--- config.mk ---
export PLATFORM = sky130hd
export DESIGN_NAME = pcoe_queue
export DESIGN_NICKNAME = d
export VERILOG_FILES = /design/src/hdl/pcoe_pkg.sv /design/src/hdl/pcoe_queue.sv
export SDC_FILE = /design/constraint.sdc
export NUM_CORES = 1
export LEC_CHECK = 0
export BUFFER_PORTS_ARGS = -buffer_cell sky130_fd_sc_hd__buf_2
export CAP_MARGIN = 10
export CORE_AREA = 2 2 109 111
export CTS_CLUSTER_DIAMETER = 80
export DETAILED_ROUTE_END_ITERATION = 6
export DIE_AREA = 0 0 111 113
export HOLD_SLACK_MARGIN = 0.03
export MAX_ROUTING_LAYER = met4
export PLACE_DENSITY = 0.74
export SETUP_SLACK_MARGIN = 0.02
export SLEW_MARGIN = 40
export SYNTH_ARGS = -nofsm -noshare
export SYNTH_HDL_FRONTEND = slang
export SYNTH_SLANG_ARGS = --single-unit
--- constraint.sdc ---
create_clock -name clk -period 3.2 [get_ports clk]
set_input_delay 0 -clock clk [delete_from_list [all_inputs] [get_ports clk]]
set_output_delay 0 -clock clk [all_outputs]
set_load 0.1 [all_outputs]
--- src/hdl/pcoe_pkg.sv ---
// Shared types, constants and register codes for the point cloud overlap extents block.
package pcoe_pkg;

	localparam int COORD_W = 24;
	localparam int EXT_W = 17;
	localparam int RADIUS_W = 48;
	localparam int INVLEN_W = 24;
	localparam int BYTE_W = 8;
	localparam int CFG_INDEX_W = 3;
	localparam int CFG_DATA_W = 48;
	localparam int QSCALE_W = 24;

	localparam int COORD_FRAC_BITS_DEF = 16;
	localparam int QUEUE_DEPTH_DEF = 4;

	localparam logic [EXT_W-1:0] EXT_ONE = 17'd65536;
	localparam logic [INVLEN_W-1:0] INVLEN_RESET = 24'd65536;
	// 255.999 in Q8.16, truncated.
	localparam logic [QSCALE_W-1:0] Q_SCALE = 24'd16777150;

	localparam logic [BYTE_W-1:0] BYTE_MAX = 8'd255;
	localparam logic [BYTE_W-1:0] WIDEN_STEP = 8'd2;
	localparam logic [BYTE_W-1:0] WIDEN_LO_END = 8'd4;
	localparam logic [BYTE_W-1:0] WIDEN_HI_LIMIT = 8'd253;
	localparam logic [BYTE_W-1:0] WIDEN_HI_BEGIN = 8'd251;

	typedef enum logic [CFG_INDEX_W-1:0] {
		REG_SPHERE_MODE  = 3'd0,
		REG_RADIUS_SQ    = 3'd1,
		REG_INV_LENGTH   = 3'd2,
		REG_SWAP_PAIRS   = 3'd3,
		REG_WIDEN_FIRST  = 3'd4,
		REG_WIDEN_SECOND = 3'd5
	} cfg_reg_t;

	typedef struct packed {
		logic                sphere_mode;
		logic [RADIUS_W-1:0] radius_sq;
		logic [INVLEN_W-1:0] inv_length;
		logic                swap_pairs;
		logic                widen_first;
		logic                widen_second;
	} cfg_t;

	// Mode write: the target pair reloads with the initial values of the new mode.
	typedef struct packed {
		logic load;
		logic sphere;
	} mode_ld_t;

	// One classified point as it travels from the front to the back.
	typedef struct packed {
		logic             counted;
		logic             tgt_upd;
		logic [EXT_W-1:0] zq;
		logic [EXT_W-1:0] h;
		logic             last;
	} item_t;

endpackage

--- src/hdl/pcoe_queue.sv ---
// Short queue of classified points between the front and the back.
module pcoe_queue #(
	parameter int DEPTH = pcoe_pkg::QUEUE_DEPTH_DEF
) (
	input  logic            clk,
	input  logic            arst_n,
	input  logic            push_valid,
	output logic            push_ready,
	input  pcoe_pkg::item_t push_item,
	output logic            pop_valid,
	input  logic            pop,
	output pcoe_pkg::item_t pop_item
);

	localparam int PTR_W = (DEPTH > 1) ? $clog2(DEPTH) : 1;
	localparam int CNT_W = $clog2(DEPTH + 1);

	pcoe_pkg::item_t    mem_q [DEPTH];
	logic [PTR_W-1:0]   wptr_q, rptr_q;
	logic [CNT_W-1:0]   count_q;
	logic               push;

	assign push_ready = count_q != CNT_W'(DEPTH);
	assign pop_valid = count_q != '0;
	assign push = push_valid && push_ready;
	assign pop_item = mem_q[rptr_q];

	always_ff @(posedge clk or negedge arst_n) begin
		if (!arst_n) begin
			wptr_q <= '0;
			rptr_q <= '0;
			count_q <= '0;
		end else begin
			if (push)
				wptr_q <= (wptr_q == PTR_W'(DEPTH - 1)) ? '0 : wptr_q + 1'b1;
			if (pop)
				rptr_q <= (rptr_q == PTR_W'(DEPTH - 1)) ? '0 : rptr_q + 1'b1;
			if (push && !pop)
				count_q <= count_q + 1'b1;
			else if (pop && !push)
				count_q <= count_q - 1'b1;
		end
	end

	always_ff @(posedge clk) begin
		if (push)
			mem_q[wptr_q] <= push_item;
	end

	a_no_overrun: assert property (@(posedge clk) disable iff (!arst_n)
		push_valid && push_ready |-> count_q < CNT_W'(DEPTH))
		else $error("queue written while full");

	a_no_underrun: assert property (@(posedge clk) disable iff (!arst_n)
		pop |-> count_q != '0)
		else $error("queue read while empty");

endmodule

# ---- Word-level counts from Yosys, hierarchy flattened
# Memory sizes are Yosys's and may differ from the RTL's.
# Cells that the tools add are included.
# W data, S select, Z words.
dict set report totals {
  regBits 7
  ramBits 148
  input_bits 41
  word_cells 24
  mem_count 1
}
# memory depth word_bits rd rd_clocked_by_memory_dff wr line_no
set memory_table {}
lappend memory_table {mem_q 4 37 1 0 1 pcoe_queue.sv:18} ;# pcoe_pkg::item_t mem_q [DEPTH];
dict set report op_classes {
  addsub 4
  eq_ne 3
  n_mux 6
  reduce_logical 7
}
# operator count
set ops {}
lappend ops {{$mux W3} 2}
lappend ops {{$add A2 B1 Y2 const B} 2}
lappend ops {{$eq A2 B2 Y1 const B} 2}
lappend ops {{$mux W2} 2}
lappend ops {{$add A3 B1 Y3 const B} 1}
lappend ops {{$logic_and A1 B1 Y1} 3}
lappend ops {{$ne A3 B3 Y1 const B} 1}
lappend ops {{$reduce_bool A3 Y1} 1}
lappend ops {{$sub A3 B1 Y3 const B} 1}
lappend ops {{$logic_not A1 Y1} 2}
lappend ops {{$mux W1} 2}
lappend ops {{$reduce_bool A2 Y1} 1}

# ---- Depth between registers and ports, before layout
dict set report logic_depth {
  word_depth 6
  mapped_depth 8
  ltp_nobuf 8
}

# ---- Worst setup path after synthesis
# No wires, ideal clock.
dict set report synth_path {
  path_type {reg2reg}
  start {reg count_q[0]}
  end {mem mem_q[3][0] in the netlist's numbering, enable pin}
  arrival_ns 1.757
  required_ns 2.802
  setup_slack_ns 1.046
  stages_incl_launch_ff 4
  path_buffers 0
  path_cell_list {dfrtp_1 > nor2_1 > a21boi_1 > and2_1}
}
dict set report synth_between {
  elab_chain_cells 4
}
# element line_no
set synth_lines {}
lappend synth_lines {{from (decl)} pcoe_queue.sv:20} ;# logic [CNT_W-1:0] count_q;
lappend synth_lines {{from (signal assigned)} pcoe_queue.sv:39} ;# count_q <= count_q + 1'b1;
lappend synth_lines {{from (signal assigned)} pcoe_queue.sv:41} ;# count_q <= count_q - 1'b1;
lappend synth_lines {{$ne A3 B3 Y1} pcoe_queue.sv:23} ;# assign push_ready = count_q != CNT_W'(DEPTH);
lappend synth_lines {{$logic_and A1 B1 Y1} pcoe_queue.sv:25} ;# assign push = push_valid && push_ready;
lappend synth_lines {{named net push} pcoe_queue.sv:21} ;# logic push;
lappend synth_lines {{$mux W1} pcoe_queue.sv:46} ;# if (push)
lappend synth_lines {{$mux W1 (not written as such)} pcoe_queue.sv:47} ;# mem_q[wptr_q] <= push_item;
lappend synth_lines {{to (decl)} pcoe_queue.sv:18}
# The timed path passes the listed nets, and every way through them passes these cells.

==> results.cfg <==
[sta]
fin_skew_ns = 0.00680
finalSetupTns_ns = 0
relSlewSlack = 0.612
timing.fmax_mhz = 431
period_minus_slack_ns = 2.32
hold_violations = 0
fin_crit_sh = 0.725
finalSetupViolCount = 0
drv_slew = 0
worst_pin_slew_ns = 0.581
rsz0062_at_grt = false

[finish]
num_antenna_cells = 0
drive_above_1_share = 0.430
fillers = 730
nNetsFinal = 414
areaGrowthSynthToFinish_pct = 28.9
final_cells = 522
fin_area_um2 = 7420

[hold_path]
whs_endpoint = wptr_q[1]
hold_depth = 3
min_from = push_valid
min-delay-path-class = input pin to flop

[floorplan]
start_util = 0.511
die_h_um = 113
io-pin-count = 80
rows = 39
fp.coreArea_um2 = 11300
die-area_um2 = 12500
fp.dieW_um = 111

[setup_path]
crit_fanout = 17
end_kind = output port
r2r_setup_slack_ns = 1.06
critical-path-slowest-cell = dfrtp_2
critPathRequiredTime_ns = 3.20
reg2regPathDepth = 4
timing.rr.start = count_q[0]
slowest_delay_ns = 0.72
cp-start-kind = flop
worstPathCellList = buf_4, mux4_2, buf_2
arrival_ns = 2.32
path_class = flop to output port
r2r_end = mem_q[1][34]

[cts]
clk_pin_slew_worst_paths_ns = 0.06
cts_buffers = 17
cts_resized = 0
cts_tree = yes
cts.sinks = 155
cts_root_buf = clkbuf_16
insertion_delay_ns = 0.42
htreeDepth = 4
cts_max_path_buffers = 2

[synth]
synth_seq_cells = 155
synth_warnings = 0
yosys-top-cells-area = edfxtp_1 77%, mux4_2 14%, dfrtp_1 3.0%
syn-num-nets = 278
synthesis.area_um2 = 5760
synth_top_area_share = 0.772
syn-instance-count = 230
syn_avg_cell_area_um2 = 25.0
yosysSeqAreaShare = 0.802
yosysTopAreaCell = edfxtp_1
ys_types = 18

[placement]
placedInstanceArea_um2 = 6340
port_buffers = 79
dp_hpwl_um = 5470
dp_cells = 450
finalWeightedCongestion = 0.695

[global_route]
grt_first_pass_wirelength_um = 15300
grt_antenna_before_repair = 0
grt_max_degree = 40
grt_usage = 0.175
first_global_vias = 2945
grt-ovfl-total = 0

[drt]
drcViolationCount = 0
drt.antenna.violating_nets = 0
drt_iter0_drc = 153
vias_per_cell = 5.16
vias = 2694
dr.pass1.iters = 4
wire_per_inst_um = 18.2
wl_um = 9490
wl_met1_um = 3990
wl_met3_um = 481
wl_met2_um = 4840
dr.max_layer_used = met4

[outcome]
outcome = finished, final reports clean

[job]
maxCapViolCount = 0
## worst max-delay path by stage
stage,to,slack [ns],startpoint
6_report,pop_item[25],0.88,rptr_q[0]
3_5_place_dp,mem_q[1][21],1.02,count_q[0]
5_1_grt,pop_item[25],0.74,rptr_q[0]
3_3_place_gp,mem_q[2][34],1.11,count_q[0]
2_1_floorplan,mem_q[3][0],1.05,count_q[0]
4_1_cts,pop_item[25],0.81,rptr_q[0]
## area by class of cell
| class | count | area (µm²) | area share |
|---|---|---|---|
| clock buffers | 18 | 429 | 0.0578 |
| clock inverters | 14 | 249 | 0.0335 |
| inverters | 4 | 15.0 | 0.00202 |
| multi-input cells | 63 | 1070 | 0.145 |
| flip-flops and latches | 155 | 4620 | 0.623 |
| well taps | 143 | 179 | 0.0241 |
| repair buffers | 125 | 853 | 0.115 |
## metal layers
| layer | vias up | GRT usage |
|---|---|---|
| met5 | - | - |
| met1 | 1371 | 0.212 |
| met3 | 16 | 0.0557 |
| li1 | 1239 | - |
| met2 | 68 | 0.272 |
| met4 | 0 | 0.0800 |
## critical path, delay by kind of cell (launching register included)
kind | cells | cell delay [ns]
buf+inv | 2 | 0.63
flops | 1 | 0.72
mux | 1 | 0.54
## synth_stat cells
cell type / number
ha_1: 6
fa_1: 1
mux2_2: 5
buf_2: 3
a21boi_1: 1
edfxtp_1: 148
inv_1: 4
or3_1: 1
xnor2_1: 1
clkbuf_1: 1
dfrtp_1: 7
mux4_2: 37
buf_4: 2
nor2_1: 4
and2_1: 4
nand2_1: 1
buf_6: 2
xor2_1: 2
## layout by cell type, fill, tap and decap left out
cell / synthesis / final
a21boi_1: 1 / 1
dfrtp_2: 0 / 1
buf_2: 3 / 79
xor2_1: 2 / 2
mux2_2: 5 / 5
and2_2: 0 / 4
nand2_1: 1 / 1
clkinvlp_4: 0 / 2
xnor2_1: 1 / 1
inv_1: 4 / 4
mux4_2: 37 / 37
buf_4: 2 / 5
or3_1: 1 / 1
edfxtp_1: 148 / 148
dfrtp_1: 7 / 5
ha_1: 6 / 6
fa_1: 1 / 1
bufinv_16: 0 / 7
clkinv_1: 0 / 1
clkbuf_16: 0 / 17
dlygate4sd3_1: 0 / 40
clkinv_2: 0 / 4
nor2_1: 4 / 4
dfrtp_4: 0 / 1
clkbuf_1: 1 / 1
buf_12: 0 / 1
## stage by stage
step	utilization	worst slack (ns)	hold WS [ns]
after global placement	0.563	1.11	-0.157
after detailed placement	0.563	1.02	-0.155
final	0.659	0.881	0.137
after global routing	0.659	0.744	0.136
after floorplan	-	1.05	-0.296
after CTS	0.659	0.809	0.117
## registers in the layout, indices dropped and copies added (netlist names)
| register | cells |
|---|---|
| rptr_q | 2 |
| count_q | 3 |
| mem_q | 148 |
| wptr_q | 2 |
## kinds of logic after synthesis
family          Yosys count  synth area share
xor+xnor                  3           0.00456
fa+ha+maj                 7            0.0165
compound gates            1           0.00130
mux                      42             0.154
flops                   155             0.802
simple gates             10           0.00869
buf+inv                  12            0.0124
## timing repair
action | in CTS | in global routing
endpoints found under the hold margin | 157 | 0
buffers inserted | 0 | 0
hold buffers | 40 | 0
Power is not shown: default switching activity piles up to over one toggle a cycle in this logic, so the estimate is an artifact.
