File: src/hdl/pcoe_pkg.sv
// Shared types, constants and register codes for the point cloud overlap extents block.
package pcoe_pkg;

	localparam int COORD_W = 24;
	localparam int EXT_W = 17;
	localparam int RADIUS_W = 48;
	localparam int INVLEN_W = 24;
	localparam int BYTE_W = 8;
	localparam int CFG_INDEX_W = 3;
	localparam int CFG_DATA_W = 48;
	localparam int QSCALE_W = 24;

	localparam int COORD_FRAC_BITS_DEF = 16;
	localparam int QUEUE_DEPTH_DEF = 4;

	localparam logic [EXT_W-1:0] EXT_ONE = 17'd65536;
	localparam logic [INVLEN_W-1:0] INVLEN_RESET = 24'd65536;
	// 255.999 in Q8.16, truncated.
	localparam logic [QSCALE_W-1:0] Q_SCALE = 24'd16777150;

	localparam logic [BYTE_W-1:0] BYTE_MAX = 8'd255;
	localparam logic [BYTE_W-1:0] WIDEN_STEP = 8'd2;
	localparam logic [BYTE_W-1:0] WIDEN_LO_END = 8'd4;
	localparam logic [BYTE_W-1:0] WIDEN_HI_LIMIT = 8'd253;
	localparam logic [BYTE_W-1:0] WIDEN_HI_BEGIN = 8'd251;

	typedef enum logic [CFG_INDEX_W-1:0] {
		REG_SPHERE_MODE  = 3'd0,
		REG_RADIUS_SQ    = 3'd1,
		REG_INV_LENGTH   = 3'd2,
		REG_SWAP_PAIRS   = 3'd3,
		REG_WIDEN_FIRST  = 3'd4,
		REG_WIDEN_SECOND = 3'd5
	} cfg_reg_t;

	typedef struct packed {
		logic                sphere_mode;
		logic [RADIUS_W-1:0] radius_sq;
		logic [INVLEN_W-1:0] inv_length;
		logic                swap_pairs;
		logic                widen_first;
		logic                widen_second;
	} cfg_t;

	// Mode write: the target pair reloads with the initial values of the new mode.
	typedef struct packed {
		logic load;
		logic sphere;
	} mode_ld_t;

	// One classified point as it travels from the front to the back.
	typedef struct packed {
		logic             counted;
		logic             tgt_upd;
		logic [EXT_W-1:0] zq;
		logic [EXT_W-1:0] h;
		logic             last;
	} item_t;

endpackage

File: src/hdl/pcoe_ifs.sv


interface pcoe_result_if;
	logic                        valid;
	logic                        ready;
	logic                        hit;
	logic [pcoe_pkg::BYTE_W-1:0] ext_a_begin;
	logic [pcoe_pkg::BYTE_W-1:0] ext_a_end;
	logic [pcoe_pkg::BYTE_W-1:0] ext_b_begin;
	logic [pcoe_pkg::BYTE_W-1:0] ext_b_end;

	modport source(output valid, hit, ext_a_begin, ext_a_end, ext_b_begin, ext_b_end,
		input ready);
	modport sink(input valid, hit, ext_a_begin, ext_a_end, ext_b_begin, ext_b_end,
		output ready);
endinterface

File: src/hdl/pcoe_back.sv
// Back end: extent accumulation, then quantize, swap and widen on the last point.
module pcoe_back (
	input  logic              clk,
	input  logic              arst_n,
	input  pcoe_pkg::cfg_t    cfg,
	input  pcoe_pkg::mode_ld_t mode_ld,
	input  logic              item_valid,
	input  pcoe_pkg::item_t   item,
	output logic              pop,
	pcoe_result_if.source     result
);

	localparam int QPROD_W = pcoe_pkg::EXT_W + pcoe_pkg::QSCALE_W;
	localparam int B = pcoe_pkg::BYTE_W;

	logic                       hit_seen_q;
	logic [pcoe_pkg::EXT_W-1:0] tmin_q, tmax_q, smin_q, smax_q;

	logic                       valid_s1, hit_s1;
	logic [pcoe_pkg::EXT_W-1:0] tmin_s1, tmax_s1, smin_s1, smax_s1;
	logic                       valid_s2, hit_s2;
	logic [B-1:0]               a0_s2, a1_s2, b0_s2, b1_s2;
	logic                       out_valid_q, hit_q;
	logic [B-1:0]               a0_q, a1_q, b0_q, b1_q;

	logic                       adv1, adv2, out_adv;
	logic                       hit_n;
	logic [pcoe_pkg::EXT_W-1:0] tmin_n, tmax_n, smin_n, smax_n;
	logic [QPROD_W-1:0]         qp_tmin, qp_tmax, qp_smin, qp_smax;
	logic [B-1:0]               qt0, qt1, qs0, qs1;
	logic [2*B-1:0]             wa, wb;

	function automatic logic [B-1:0] sat_byte(input logic [QPROD_W-1:0] p);
		logic [QPROD_W-33:0] q;
		begin
			q = p[QPROD_W-1:32];
			return (q > (QPROD_W-32)'(pcoe_pkg::BYTE_MAX)) ? pcoe_pkg::BYTE_MAX : q[B-1:0];
		end
	endfunction

	function automatic logic [2*B-1:0] widen(input logic en, input logic [B-1:0] b,
		input logic [B-1:0] e);
		logic [2*B-1:0] r;
		begin
			r = {b, e};
			if (en && b == e) begin
				if (b < pcoe_pkg::WIDEN_STEP)
					r = {{B{1'b0}}, pcoe_pkg::WIDEN_LO_END};
				else if (e > pcoe_pkg::WIDEN_HI_LIMIT)
					r = {pcoe_pkg::WIDEN_HI_BEGIN, pcoe_pkg::BYTE_MAX};
				else
					r = {b - pcoe_pkg::WIDEN_STEP, e + pcoe_pkg::WIDEN_STEP};
			end
			return r;
		end
	endfunction

	assign out_adv = !out_valid_q || result.ready;
	assign adv2 = !valid_s2 || out_adv;
	assign adv1 = !valid_s1 || adv2;
	// Only a last point waits for room in the result path.
	assign pop = item_valid && (!item.last || adv1);

	always_comb begin
		hit_n = hit_seen_q || item.counted;
		smin_n = (item.counted && item.h < smin_q) ? item.h : smin_q;
		smax_n = (item.counted && item.h > smax_q) ? item.h : smax_q;
		tmin_n = (item.tgt_upd && item.zq < tmin_q) ? item.zq : tmin_q;
		tmax_n = (item.tgt_upd && item.zq > tmax_q) ? item.zq : tmax_q;
	end

	always_ff @(posedge clk or negedge arst_n) begin
		if (!arst_n) begin
			hit_seen_q <= 1'b0;
			tmin_q <= pcoe_pkg::EXT_ONE;
			tmax_q <= '0;
			smin_q <= pcoe_pkg::EXT_ONE;
			smax_q <= '0;
		end else if (mode_ld.load) begin
			tmin_q <= mode_ld.sphere ? '0 : pcoe_pkg::EXT_ONE;
			tmax_q <= '0;
		end else if (pop) begin
			if (item.last) begin
				hit_seen_q <= 1'b0;
				tmin_q <= cfg.sphere_mode ? '0 : pcoe_pkg::EXT_ONE;
				tmax_q <= '0;
				smin_q <= pcoe_pkg::EXT_ONE;
				smax_q <= '0;
			end else begin
				hit_seen_q <= hit_n;
				tmin_q <= tmin_n;
				tmax_q <= tmax_n;
				smin_q <= smin_n;
				smax_q <= smax_n;
			end
		end
	end

	always_ff @(posedge clk or negedge arst_n) begin
		if (!arst_n) begin
			valid_s1 <= 1'b0;
			valid_s2 <= 1'b0;
			out_valid_q <= 1'b0;
		end else begin
			if (adv1)
				valid_s1 <= pop && item.last;
			if (adv2)
				valid_s2 <= valid_s1;
			if (out_adv)
				out_valid_q <= valid_s2;
		end
	end

	assign qp_tmin = tmin_s1 * pcoe_pkg::Q_SCALE;
	assign qp_tmax = tmax_s1 * pcoe_pkg::Q_SCALE;
	assign qp_smin = smin_s1 * pcoe_pkg::Q_SCALE;
	assign qp_smax = smax_s1 * pcoe_pkg::Q_SCALE;
	assign qt0 = sat_byte(qp_tmin);
	assign qt1 = sat_byte(qp_tmax);
	assign qs0 = sat_byte(qp_smin);
	assign qs1 = sat_byte(qp_smax);
	assign wa = widen(cfg.widen_first, a0_s2, a1_s2);
	assign wb = widen(cfg.widen_second, b0_s2, b1_s2);

	always_ff @(posedge clk) begin
		if (adv1 && pop && item.last) begin
			hit_s1 <= hit_n;
			tmin_s1 <= tmin_n;
			tmax_s1 <= tmax_n;
			smin_s1 <= smin_n;
			smax_s1 <= smax_n;
		end
		if (adv2 && valid_s1) begin
			hit_s2 <= hit_s1;
			a0_s2 <= cfg.swap_pairs ? qs0 : qt0;
			a1_s2 <= cfg.swap_pairs ? qs1 : qt1;
			b0_s2 <= cfg.swap_pairs ? qt0 : qs0;
			b1_s2 <= cfg.swap_pairs ? qt1 : qs1;
		end
		if (out_adv && valid_s2) begin
			hit_q <= hit_s2;
			a0_q <= wa[2*B-1:B];
			a1_q <= wa[B-1:0];
			b0_q <= wb[2*B-1:B];
			b1_q <= wb[B-1:0];
		end
	end

	assign result.valid = out_valid_q;
	assign result.hit = hit_q;
	assign result.ext_a_begin = a0_q;
	assign result.ext_a_end = a1_q;
	assign result.ext_b_begin = b0_q;
	assign result.ext_b_end = b1_q;

	a_reinit: assert property (@(posedge clk) disable iff (!arst_n)
		pop && item.last |=> !hit_seen_q && smin_q == pcoe_pkg::EXT_ONE && smax_q == '0)
		else $error("extents not reinitialized after the last point");

	a_src_order: assert property (@(posedge clk) disable iff (!arst_n)
		hit_seen_q |-> smin_q <= smax_q)
		else $error("source extents out of order after a hit");

	a_hold_s1: assert property (@(posedge clk) disable iff (!arst_n)
		valid_s1 && !adv2 |=> valid_s1 && $stable(hit_s1) && $stable(smin_s1))
		else $error("pending result snapshot lost during a stall");

endmodule

File: src/flat_wrapper.sv
// flat-port wrapper written by rule: the top's interface ports become plain ports
module pcoe_back_flat 
  (clk, arst_n, cfg, mode_ld, item_valid, item, pop, result_valid, result_hit, result_ext_a_begin, result_ext_a_end, result_ext_b_begin, result_ext_b_end, result_ready);
  pcoe_result_if result_i ();
  input  logic clk;
  input  logic arst_n;
  input  pcoe_pkg::cfg_t cfg;
  input  pcoe_pkg::mode_ld_t mode_ld;
  input  logic item_valid;
  input  pcoe_pkg::item_t item;
  output logic pop;
  output wire logic [$bits(result_i.valid)-1:0] result_valid;
  output wire logic [$bits(result_i.hit)-1:0] result_hit;
  output wire logic [$bits(result_i.ext_a_begin)-1:0] result_ext_a_begin;
  output wire logic [$bits(result_i.ext_a_end)-1:0] result_ext_a_end;
  output wire logic [$bits(result_i.ext_b_begin)-1:0] result_ext_b_begin;
  output wire logic [$bits(result_i.ext_b_end)-1:0] result_ext_b_end;
  input wire logic [$bits(result_i.ready)-1:0] result_ready;
  assign result_valid = result_i.valid;
  assign result_hit = result_i.hit;
  assign result_ext_a_begin = result_i.ext_a_begin;
  assign result_ext_a_end = result_i.ext_a_end;
  assign result_ext_b_begin = result_i.ext_b_begin;
  assign result_ext_b_end = result_i.ext_b_end;
  assign result_i.ready = result_ready;
  pcoe_back u_core (.clk(clk), .arst_n(arst_n), .cfg(cfg), .mode_ld(mode_ld), .item_valid(item_valid), .item(item), .pop(pop), .result(result_i));
endmodule
File: config.mk
export PLATFORM = sky130hd
export DESIGN_NAME = pcoe_back_flat
export DESIGN_NICKNAME = d
export VERILOG_FILES = /design/src/hdl/pcoe_pkg.sv /design/src/hdl/pcoe_ifs.sv /design/src/hdl/pcoe_back.sv /design/src/flat_wrapper.sv
export SDC_FILE = /design/constraint.sdc
export NUM_CORES = 1
export LEC_CHECK = 0
export ABC_AREA = 1
export BUFFER_PORTS_ARGS = -buffer_cell sky130_fd_sc_hd__buf_2
export CAP_MARGIN = 0
export CORE_ASPECT_RATIO = 0.6
export CORE_UTILIZATION = 40
export DETAILED_ROUTE_END_ITERATION = 8
export GPL_ROUTABILITY_DRIVEN = 0
export GPL_TIMING_DRIVEN = 0
export PLACE_DENSITY = 0.64
export SETUP_SLACK_MARGIN = 0.15
export SLEW_MARGIN = 20
export SYNTH_ARGS = -nofsm -noshare
export SYNTH_HDL_FRONTEND = slang
export SYNTH_SLANG_ARGS = --single-unit
File: constraint.sdc
create_clock -name clk -period 10.1 [get_ports clk]
set_input_delay 1.01 -clock clk [delete_from_list [all_inputs] [get_ports clk]]
set_output_delay 1.01 -clock clk [all_outputs]
set_load 0.1 [all_outputs]
# Word level (Yosys, flattened, before mapping)
# Index checks and enable logic that the tools add are counted.
# word_totals
out_inout_bits	35
input_bits	119
reg_bits	207
# op_classes
reduce_logical	23
eq_ne	2
n_mux	29
bitwise	1
n_lt_le_gt_ge	12
n_mul	4
addsub	4
# ops
op	n
17-bit two-way mux	14
17-bit by 23-bit multiplier with 40-bit output (second input constant)	4
16-bit two-way mux	6
8-bit two-way mux	8
9-bit by 8-bit > comparator with 1-bit output (second input constant)	4
17-bit > comparator	2
17-bit less-than comparator	2
8-bit by 2-bit adder with 8-bit output (second input constant)	2
8-bit == test	2
8-bit > comparator (second input constant)	2
8-bit by 2-bit less-than comparator with 1-bit output (second input constant)	2
8-bit by 2-bit subtractor with 8-bit output (second input constant)	2
1-bit logical AND	12
1-bit logical OR	5
1-bit logical NOT	4
2-bit AND reduction	1
2-bit nonzero test	1
1-bit two-way mux	1
1-bit inverter	1

# Depth between registers and ports, before layout
# logic_depth
depth_word	8
mapped_depth	28
mapped_depth_nobuf	28

# Worst setup path before layout
# Ideal clock, no wire load.
# synth_path
path_kind	reg2reg
startpoint	register u_core.smax_s1[14] (netlist bit)
endpoint	register u_core.a1_s2[1], data pin
period_less_slack_ps	6087
t_arrival_ps	5834
setup_slack_ps	4013
setup_time_ps	253
stages_incl_launch_ff	25
path_buffers	0
cell_sequence	edfxtp_1 -> fa_1 -> inv_1 -> fa_1 -> fa_1 -> inv_1 -> fa_1 -> fa_1 -> inv_1 -> fa_1 -> inv_1 -> ha_1 -> nand2_1 -> nand2_1 -> nand2_1 -> and2_1 -> o21a_1 -> nand2_1 -> nand2_1 -> nand2_1 -> nand2_1 -> nand2_1 -> nand3_1 -> nand2_1 -> nand2_1
# synth_via
elab_chain_cells	4
# synth_lines
element	line_no	text
start: declaration	pcoe_back.sv:20	logic [pcoe_pkg::EXT_W-1:0] tmin_s1, tmax_s1, smin_s1, smax_s1;
start signal: assignment	pcoe_back.sv:131	smax_s1 <= smax_n;
17-bit by 23-bit multiplier with 40-bit output (*)	pcoe_back.sv:117	assign qp_smax = smax_s1 * pcoe_pkg::Q_SCALE;
9-bit by 8-bit > comparator with 1-bit output	pcoe_back.sv:37	return (q > (QPROD_W-32)'(pcoe_pkg::BYTE_MAX)) ? pcoe_pkg::BYTE_MAX : q[B-1:0];
8-bit two-way mux (*)	pcoe_back.sv:37	
8-bit two-way mux (*)	pcoe_back.sv:136	a1_s2 <= cfg.swap_pairs ? qs1 : qt1;
end signal: assignment	pcoe_back.sv:136	
end: declaration	pcoe_back.sv:22	logic [B-1:0] a0_s2, a1_s2, b0_s2, b1_s2;
# Mark *: on every way between the ends. The rest lies on a longest branch, timed or not.
# A chain may end at the register's enable or synchronous reset.

# Worst setup path in the final report
# layout_path
startpoint	register u_core.smax_s1[5] (netlist bit)
endpoint	register u_core.b1_s2[3], data pin
# layout_via
elab_chain_cells	4
# layout_lines
element	line_no	text
17-bit by 23-bit multiplier with 40-bit output (*)	pcoe_back.sv:117	
9-bit by 8-bit > comparator with 1-bit output	pcoe_back.sv:37	
8-bit two-way mux (*)	pcoe_back.sv:37	
8-bit two-way mux (*)	pcoe_back.sv:138	b1_s2 <= cfg.swap_pairs ? qt1 : qs1;
end signal: assignment	pcoe_back.sv:138	
end: declaration	pcoe_back.sv:22	
# Marked as above.

==> impl_metrics.sql <==
INSERT INTO impl_metrics (metric_group, metric, value, unit) VALUES
('die', 'design.core.area', '94600', 'µm²'),
('yosys', 'yosys_register_bits', '207', ''),
('clocking', 'cts.sink_count', '207', ''),
('drt', 'routed_wirelength', '100000', 'µm'),
('clocking', 'tritoncts_clock_tree', 'done', ''),
('critical_path', 'critPathRequiredTime', '10.43', 'ns'),
('drt', 'wl_per_cell', '17.2', 'µm'),
('critical_path', 'ff2ff_setup_slack', '2.82', 'ns'),
('drt', 'initial_detailed_routing_violation_count', '2230', ''),
('timing', 'grt_setup_unrepaired', 'false', ''),
('drt', 'first_pass_iters', '7', ''),
('layout', 'register_area', '5860', 'µm²'),
('die', 'fp.dieH', '242', 'µm'),
('timing', 'worstMarginPinSlew', '1.05', 'ns'),
('yosys', 'postSynthCellCount', '4459', ''),
('clocking', 'cts.reportedPaths.clkPinSlew', '0.06', 'ns'),
('drt', 'antenna_violating_nets_post_route', '0', ''),
('clocking', 'hold_buffers', '0', ''),
('clocking', 'cts.root.buffer_cell', 'sky130_fd_sc_hd__clkbuf_16', ''),
('clocking', 'setup_fix_bufs_post_cts', '0', ''),
('drt', 'vias', '29106', ''),
('die', 'design.die.area', '97500', 'µm²'),
('layout', 'area_overhead_of_the_layout_relative_to_synthesis', '7.55', '%'),
('critical_path', 'worst-r2r-cell-count', '24', ''),
('timing', 'period_share', '0.721', ''),
('timing', 'finalClockSkew', '0.0220', 'ns'),
('yosys', 'asyncSetResetFlopFracSynth', '0.348', ''),
('yosys', 'synth_sequential_area_ratio', '0.152', ''),
('clocking', 'cts_max_path_buffers', '3', ''),
('global_route', 'first_global_vias', '29457', ''),
('timing', 'timing_hold_violations_final', '0', ''),
('hold_path', 'hold_path_class', 'primary input to async pin', ''),
('critical_path', 'timing.critical_path.cells', 'fa_1 > fa_1 > inv_1 > fa_1 > fa_1 > inv_1 > fa_1 > inv_1 > fa_1 > inv_1 > ha_1 > nand2_1 > nor2_1 > nand4_1 > nor2_1 > inv_1 > nor2_1 > nor2_1 > nand2_1 > nand2_1 > nand2_1 > nand3_1 > nand2_1 > nand2_1', ''),
('critical_path', 'reg2reg_to', 'u_core.b1_s2[3]', ''),
('layout', 'layout.cells.most_common', 'sky130_fd_sc_hd__inv_1', ''),
('layout', 'finish.utilization', '0.437', ''),
('critical_path', 'critPathKind', 'flip-flop to flip-flop', ''),
('layout', 'final_area', '41400', 'µm²'),
('timing', 'timing.fmax', '0.137', 'GHz'),
('global_route', 'grt_util_all_layers', '0.212', ''),
('critical_path', 'timing.critical_path.to_type', 'flip-flop', ''),
('global_route', 'grt_overflow', '0', ''),
('critical_path', 'crit_path_start_kind', 'flip-flop', ''),
('placement', 'dpl_cell_area', '40500', 'µm²'),
('critical_path', 'worst-endpoint-arrival', '7.61', 'ns'),
('clocking', 'cts_max_level', '1', ''),
('critical_path', 'startpoint', 'u_core.smax_s1[5]', ''),
('placement', 'port_buffers', '80', ''),
('layout', 'multi_input_area', '28300', 'µm²'),
('clocking', 'post_cts_resized', '0', ''),
('yosys', 'synth.avg_cell_area', '8.63', 'µm²'),
('die', 'i_o_pins', '154', ''),
('layout', 'layout.filler_cells', '9304', ''),
('die', 'floorplan.rows', '87', ''),
('clocking', 'cts-buffers-inserted', '25', ''),
('clocking', 'clock_insertion_delay_worst_skew', '0.59', 'ns'),
('critical_path', 'critPathSlowestCell', 'sky130_fd_sc_hd__fa_1', ''),
('drt', 'post_drt_via_cell_ratio', '4.99', ''),
('layout', 'drive_above_1_share', '0.0388', ''),
('run_status', 'run_status', 'finished, final reports clean', ''),
('timing', 'tns_setup', '0', 'ns'),
('yosys', 'mappedNetlistArea', '38500', 'µm²'),
('layout', 'design.final.nets', '5870', ''),
('critical_path', 'worstReg2RegStart', 'u_core.smax_s1[5]', ''),
('timing', 'setup-violations-final', '0', ''),
('timing', 'period_minus_slack', '7.28', 'ns'),
('timing', 'slew_headroom', '0.299', ''),
('global_route', 'antenna_violations_before_repair', '0', ''),
('layout', 'commonest_cells_after_routing_fill_and_taps_aside', '1,110 x sky130_fd_sc_hd__inv_1, 884 x sky130_fd_sc_hd__nand2_1, 640 x sky130_fd_sc_hd__fa_1', ''),
('global_route', 'grt_pass1_wl', '163000', 'µm'),
('yosys', 'synth_edf_count', '135', '');
## registers in the layout, summed over array words and instances, names as in the netlist, 17 cells and up
| name | flops |
|---|---|
| u_core.smin_s1 | 17 |
| u_core.smin_q | 17 |
| u_core.tmin_s1 | 17 |
| u_core.smax_q | 17 |
| u_core.smax_s1 | 17 |
| u_core.tmin_q | 17 |
| u_core.tmax_s1 | 17 |
| u_core.tmax_q | 17 |
## final cells by class
cell class / count / area share
diodes: 1 / 0.0000605
plain buffers: 33 / 0.00360
clock buffers: 28 / 0.0154
clock inverters: 18 / 0.00532
inverters: 1113 / 0.101
multi-input cells: 3106 / 0.684
flip-flops and latches: 207 / 0.142
well taps: 1246 / 0.0377
repair buffers: 83 / 0.0116
## through the flow
stage | setup slack, ns | hold WS, ns | instances
2_1_floorplan | 4.01 | 0.400 | 4459
3_3_place_gp | 2.92 | 0.449 | 5785
3_5_place_dp | 2.90 | 0.468 | 5788
4_1_cts | 2.91 | 0.360 | 5834
5_1_grt | 2.34 | 0.377 | 5834
6_report | 2.82 | 0.376 | 5835
## cell usage after synthesis, types with 14 or more instances
cell                          n  area, µm²
sky130_fd_sc_hd__a21o_1      14        105
sky130_fd_sc_hd__a21oi_1    207       1040
sky130_fd_sc_hd__buf_2       17       85.1
sky130_fd_sc_hd__clkbuf_1    14       52.6
sky130_fd_sc_hd__dfrtp_1     70       1750
sky130_fd_sc_hd__edfxtp_1   135       4050
sky130_fd_sc_hd__fa_1       640      12800
sky130_fd_sc_hd__ha_1       542       6780
sky130_fd_sc_hd__inv_1     1112       4170
sky130_fd_sc_hd__nand2_1    884       3320
sky130_fd_sc_hd__nand3_1    125        626
sky130_fd_sc_hd__nand4_1     29        181
sky130_fd_sc_hd__nor2_1     252        946
sky130_fd_sc_hd__nor3_1      53        265
sky130_fd_sc_hd__o21ai_0    201       1010
sky130_fd_sc_hd__o21bai_1    25        188
sky130_fd_sc_hd__xnor2_1     17        149
## how the worst max path moves through the flow
stage | to | slack, ns | depth (start not counted)
CTS | u_core.b0_s2[5] | 2.91 | 24
detailed placement | u_core.b1_s2[1] | 2.90 | 24
global placement | u_core.b1_s2[1] | 2.92 | 24
floorplan | u_core.a1_s2[1] | 4.01 | 24
finish | u_core.b1_s2[3] | 2.82 | 24
global route | u_core.b0_s2[4] | 2.34 | 24
## metal layers
layer | up-vias | GRT usage | wire, µm | share of wire
li1 | 14020 | - | - | -
met2 | 915 | 0.301 | 39500 | 0.39
met1 | 14103 | 0.325 | 49900 | 0.50
met4 | 2 | 0.0218 | 1020 | 0.010
met3 | 66 | 0.0602 | 9670 | 0.096
met5 | - | 0.0146 | 202 | 0.0020
## cell families (layout without fill, tap and decap cells)
group           count (synthesis)  after routing  synth area share
compound gates                506            506            0.0717
xor+xnor                       30             30           0.00683
fa+ha+maj                    1182           1182             0.509
buf+inv                      1146           1275             0.112
flops                         207            207             0.152
other cells                     0              1                 0
simple gates                 1388           1388             0.147
Power is left out: the tool's default activity adds up to more than one toggle a clock period on the data nets, which glitch-free logic cannot reach.
